**src/rtl/segregated_bin_allocator_macros.svh**
```systemverilog
// Assertion macros for the segregated bin allocator.
`ifndef SEGREGATED_BIN_ALLOCATOR_MACROS_SVH
`define SEGREGATED_BIN_ALLOCATOR_MACROS_SVH
`ifndef NO_ASSERTIONS
// Check that the consequent holds in the same cycle as the antecedent.
`define SBA_ASSERT_SAME(label, clk, rstn, ante, cons) \
    label: assert property (@(posedge clk) disable iff (!rstn) (ante) |-> (cons)) \
        else $error("segregated_bin_allocator: same-cycle check failed");
// Check that the consequent holds in the cycle after the antecedent.
`define SBA_ASSERT_NEXT(label, clk, rstn, ante, cons) \
    label: assert property (@(posedge clk) disable iff (!rstn) (ante) |=> (cons)) \
        else $error("segregated_bin_allocator: next-cycle check failed");
`else
`define SBA_ASSERT_SAME(label, clk, rstn, ante, cons)
`define SBA_ASSERT_NEXT(label, clk, rstn, ante, cons)
`endif
`endif

```
**src/rtl/sba_pkg.sv**
```systemverilog
// Shared constants, status codes and controller command type for the bin allocator.
`timescale 1ns / 1ps
package sba_pkg;

    localparam int BIN_NUMBER_DEF    = 10;
    localparam int HEAP_GRANULES_DEF = 4096;

    localparam int GRANULE_BYTES = 16;
    localparam int GRANULE_SHIFT = $clog2(GRANULE_BYTES);

    localparam int SIZE_W     = 16;
    localparam int ADDR_W     = 16;
    localparam int STATUS_W   = 2;
    localparam int LIMIT_W    = 13;
    localparam int CNT_W      = SIZE_W - GRANULE_SHIFT + 1;
    localparam int FREE_PTR_W = ADDR_W - GRANULE_SHIFT;

    localparam logic [LIMIT_W-1:0] LIMIT_RESET = LIMIT_W'(4096);

    localparam logic OP_ALLOC = 1'b0;
    localparam logic OP_FREE  = 1'b1;

    localparam logic [STATUS_W-1:0] STAT_DONE    = 2'd0;
    localparam logic [STATUS_W-1:0] STAT_IGNORED = 2'd1;
    localparam logic [STATUS_W-1:0] STAT_OOM     = 2'd2;

    typedef struct packed {
        logic capture;
        logic lookup;
        logic apply;
        logic load_now;
        logic load_held;
    } sba_cmd_t;

endpackage

```
**src/rtl/sba_ctrl.sv**
```systemverilog
// Controller state machine: request sequencing and result valid.
`timescale 1ns / 1ps
module sba_ctrl (
    input  logic              aclk,
    input  logic              aresetn,
    input  logic              s_valid,
    output logic              s_ready,
    output logic              m_valid,
    input  logic              m_ready,
    output sba_pkg::sba_cmd_t cmd
);
    localparam logic [1:0] S_IDLE  = 2'd0;
    localparam logic [1:0] S_LOOK  = 2'd1;
    localparam logic [1:0] S_APPLY = 2'd2;
    localparam logic [1:0] S_EMIT  = 2'd3;

    logic [1:0] state_reg;
    logic [1:0] state_next;
    logic       m_valid_reg;
    logic       m_valid_next;
    logic       out_free;

    assign out_free = !m_valid_reg || m_ready;
    // Hold ready low while reset is applied so no request is taken and lost.
    assign s_ready  = aresetn && (state_reg == S_IDLE);
    assign m_valid  = m_valid_reg;

    always_comb begin
        state_next = state_reg;
        cmd        = '0;
        case (state_reg)
            S_IDLE: begin
                if (s_valid) begin
                    cmd.capture = 1'b1;
                    state_next  = S_LOOK;
                end
            end
            S_LOOK: begin
                cmd.lookup = 1'b1;
                state_next = S_APPLY;
            end
            S_APPLY: begin
                cmd.apply = 1'b1;
                if (out_free) begin
                    cmd.load_now = 1'b1;
                    state_next   = S_IDLE;
                end else begin
                    state_next = S_EMIT;
                end
            end
            S_EMIT: begin
                if (out_free) begin
                    cmd.load_held = 1'b1;
                    state_next    = S_IDLE;
                end
            end
            default: begin
                state_next = S_IDLE;
            end
        endcase
    end

    assign m_valid_next = (m_valid_reg && !m_ready) || cmd.load_now || cmd.load_held;

    always_ff @(posedge aclk) begin
        if (!aresetn) begin
            state_reg   <= S_IDLE;
            m_valid_reg <= 1'b0;
        end else begin
            state_reg   <= state_next;
            m_valid_reg <= m_valid_next;
        end
    end

endmodule

```
**config.mk**
```make
export PLATFORM = sky130hd
export DESIGN_NAME = sba_ctrl
export DESIGN_NICKNAME = d
export VERILOG_FILES = /design/src/rtl/segregated_bin_allocator_macros.svh /design/src/rtl/sba_pkg.sv /design/src/rtl/sba_ctrl.sv
export SDC_FILE = /design/constraint.sdc
export NUM_CORES = 1
export LEC_CHECK = 0
export BUFFER_PORTS_ARGS = -buffer_cell sky130_fd_sc_hd__buf_2
export CAP_MARGIN = 40
export CORE_AREA = 10 10 47 49
export CTS_BUF_LIST = sky130_fd_sc_hd__clkbuf_16
export CTS_CLUSTER_SIZE = 40
export DETAILED_ROUTE_END_ITERATION = 10
export DIE_AREA = 0 0 57 59
export PLACE_DENSITY = 0.42
export SLEW_MARGIN = 0
export SYNTH_ARGS = -nofsm -noshare
export SYNTH_HDL_FRONTEND = slang
export SYNTH_SLANG_ARGS = --single-unit
```
**constraint.sdc**
```tcl
create_clock -name aclk -period 1.1 [get_ports aclk]
set_input_delay 0.33 -clock aclk [delete_from_list [all_inputs] [get_ports aclk]]
set_output_delay 0.33 -clock aclk [all_outputs]
set_load 0.01 [all_outputs]
```
## Yosys cells after proc, flatten, opt, wreduce, memory -nomap -nowiden

Cells that the tools add are included.

| storage, ports and cells | value |
|---|---|
| flip-flop bits (word level) | 3 |
| output and inout port bits | 7 |

| operators by class | value |
|---|---|
| reductions and logical operators | 9 |
| mux-type cells | 10 |
| equality and inequality tests | 5 |

Operator list:

| cell | number |
|---|---|
| $mux 2 | 4 |
| $pmux 2 s4 | 1 |
| $mux 1 | 5 |
| $eq 2x2->1 const B | 2 |
| $ne 2x2->1 const B | 2 |
| $logic_or 1x1->1 | 3 |
| $eq 2x1->1 const B | 1 |
| $logic_and 1x1->1 | 2 |
| $logic_not 1->1 | 2 |
| $logic_not 2->1 | 1 |
| $reduce_and 2->1 | 1 |

## Logic depth before layout (Yosys ltp)

| depth | value |
|---|---|
| depth after elaboration | 6 |
| depth in mapped cells | 2 |

## Worst setup path after synthesis

Ideal clock, no wire load.

| path | value |
|---|---|
| path type | register to output |
| from | reg m_valid_reg (netlist: m_valid) |
| to | out cmd[1] (netlist name) |
| arrival time | 791 ps |
| slack | -21 ps |
| required time | 770 ps |
| buffers on the path | 0 |
| stages on the path, launching flop included | 3 |
| cell sequence | dfxtp_1 > nor2b_1 > nor3b_1 |

RTL lines:

| what | line | RTL |
|---|---|---|
| start: declaration | sba_ctrl.sv:19 | `logic m_valid_reg;` |
| start signal: assignment | sba_ctrl.sv:71 | `m_valid_reg <= m_valid_next;` |
| end: declaration | sba_ctrl.sv:10 | `output sba_pkg::sba_cmd_t cmd` |

==> metrics.md <==
| Metric | Value |
|---|---|
| Global Route Usage Sum | 3.891% |
| Placed Cells | 44 |
| Failing checks | setup timing |
| DRT iter0 DRCs | 1 |
| TNS Setup | -1107 ps |
| Post-route antenna net violation count | 0 |
| IO Port Bufs | 10 |
| Seq/Total Area, Yosys | 41.38% |
| Setup ws final | -237.9 ps |
| Max cap viols | 0 |
| CP arrival | 1010 ps |
| Worst-path fanout max | 3 |
| RSZ-0062 raised after global routing | yes |
| Status | finished with violations |
| Startpoint types | flip-flop |
| Max reg flops | 2 |
| HP Class | input pin to flip-flop |
| Clk_lat worst skew | 220 ps |
| Largest net degree at the start of global routing | 6 |
| HPWL reported at the end of detailed placement | 411.4 um |
| Final setup fails | 7 |
| Worst clock skew | 0.7034 ps |
| Final Cycle Share | 121.6% |
| DRC Markers | 0 |
| Final Hold Viols | 0 |
| Hold-fix buffers, CTS | 0 |
| Die area | 3363 sq um |
| Reg-to-reg slack, setup | 110 ps |
| Internal | 0.0006466 W |
| Clk sinks | 3 |
| Nature of the critical path endpoint | output pin |
| Final wirelength | 632 um |
| Peak VDD IR | 940.3 uV |
| Initial DRT Pass Iterations | 4 |
| Row cnt | 14 |
| DP Area | 237.7 sq um |
| Mapped Nets | 19 |
| Final Non-Filler Cells | 51 |
| Core Area | 1401 sq um |
| Design area | 422.9 sq um |
| Vias in the first global route | 204 |
| Rel. slew slack | 90.23% |
| Initial Utilization | 10.36% |
| Maximum clock path buffer count | 2 |
| TritonCTS buffer count | 3 |
| Synthesis Warnings | 0 |
| Global-route wire length before repair | 938 um |
| Fin. max-slew vios | 0 |
| Worst-Margin Slew | 145.9 ps |
| Sw Ratio | 18.34% |
| Switching power | 0.0001452 W |
| Leak | 0.2125 nW |
| Cells after Synth | 15 |
| Sequential power share | 15.5% |
| Die Y | 59 um |
| Min Tclk post-route | 1338 ps |
| Overflow after GRT | 0 |
| Avg WL per Cell | 12.39 um |
| Power per standard cell area | 1872 nW/um^2 |
| Synth Register Bits | 3 |
| Vias per cell | 3.745 |
| Mapped cell area | 145.1 sq um |
| CTS tree | yes |
| Avg Inst Size Synth | 9.676 sq um |
| Die W | 57 um |
| Final #Nets | 40 |
| Antenna cells | 0 |
| Part of the power in combinational logic | 12.5% |
| Max H-tree Level | 1 |
| Fmax | 747.4 MHz |
| Clk pin slew, worst setup/hold paths | 30 ps |
| Vias | 191 |
| Antenna violations before repair | 0 |
| # IOs | 11 |
| Yosys cell types | 10 |
| CP Class | flip-flop to output pin |
| RePlAce Congestion | 0.7282 |
| WP data required | 770 ps |
| Clock power share | 72.0% |
| Layout Utilization | 30.18% |
| Synth-to-Final Area Change | 191.4% |
| Layout cells sized above 1 | 82.86% |
| Filler cells | 150 |
| Root Driver | clkbuf_16 |
[repair_timing]
| action | 4_1_cts | 5_1_grt |
|---|---|---|
| gates resized for setup | 14 | 8 |
| pin swaps | 2 | 3 |
| setup endpoints to repair | 7 | 7 |
| buffers inserted | 1 | 2 |
| endpoints found under the hold margin | 0 | 0 |
| cloned | 0 | 0 |
[final timing paths]
path,from,endpoint,cells after the start
setup / recovery,m_valid,cmd[0],3
hold / removal,s_valid,state_reg[0],2
setup reg to reg,state_reg[1],state_reg[0],3
hold reg to reg,m_valid,m_valid,2
[metrics by stage]
stage | setup WS (ps) | hold slack (ps) | power [W]
after floorplan | -21.29 | 439.9 | 0.0001448
after global placement | -200.1 | 588.2 | 0.0001767
after detailed placement | -182.0 | 571.9 | 0.0001757
after CTS | -237.1 | 340.1 | 0.0007710
after global routing | -274.1 | 365.4 | 0.0008215
final | -237.9 | 355.2 | 0.0007918
[Yosys cell counts]
cell / number / area (sq um)
dfxtp_1: 3 / 60.06
nor3b_1: 1 / 7.510
nor2_1: 1 / 3.750
a31o_1: 1 / 8.760
and3b_1: 1 / 8.760
a21o_1: 1 / 7.510
and2_1: 2 / 12.51
and4b_1: 1 / 10.01
nor2b_1: 3 / 18.77
o21a_1: 1 / 7.510
[kinds of logic (layout without fill, tap and decap cells)]
group,Yosys count,count (layout),synth area share [%]
flip-flops,3,3,41.38
AO/OA/AOI/OAI,3,3,16.38
AND/OR/NAND/NOR,9,9,42.24
buffers and inverters,0,20,0
[final cells by class]
type	count	area, sq um	share of cell area (%)
multi-input combinational	12	125.1	29.59
clock buffer	3	75.07	17.75
clock inverter	1	3.754	0.8876
timing repair buffer	16	130.1	30.77
tap	16	20.02	4.734
sequential	3	68.82	16.27
[critical path, cell delays in order (launching register included)]
cell and delay (ps):
dfxtp_2 310, nor2b_4 160, and3b_1 180, buf_2 140
[power groups by stage]
stage	logic, W	clock network, W	registers (W)
2_1_floorplan	0.0000235	0	0.000121
3_3_place_gp	0.0000549	0	0.000122
3_5_place_dp	0.0000545	0	0.000121
4_1_cts	0.0000715	0.000580	0.000120
5_1_grt	0.000107	0.000592	0.000123
6_report	0.0000986	0.000570	0.000123
[per-layer routing]
| layer | global-route usage [%] | up-vias | routed length [um] |
|---|---|---|---|
| met5 | 0 | - | 0 |
| met4 | 3.020 | 0 | 8 |
| met3 | 4.506 | 2 | 93 |
| met2 | 2.946 | 15 | 211 |
| met1 | 4.875 | 81 | 319 |
| li1 | - | 93 | - |
[layout by cell type (no fill, tap or decap), drive strengths merged]
| cell | instances |
|---|---|
| buf | 16 |
| nor2b | 3 |
| clkbuf | 3 |
| dfxtp | 3 |
| and2 | 2 |
| nor3b | 1 |
| and3b | 1 |
| nor2 | 1 |
| o21a | 1 |
| and4b | 1 |
| a31o | 1 |
| a21o | 1 |
| inv | 1 |
No activity file was read; power rests on OpenSTA's default activity.
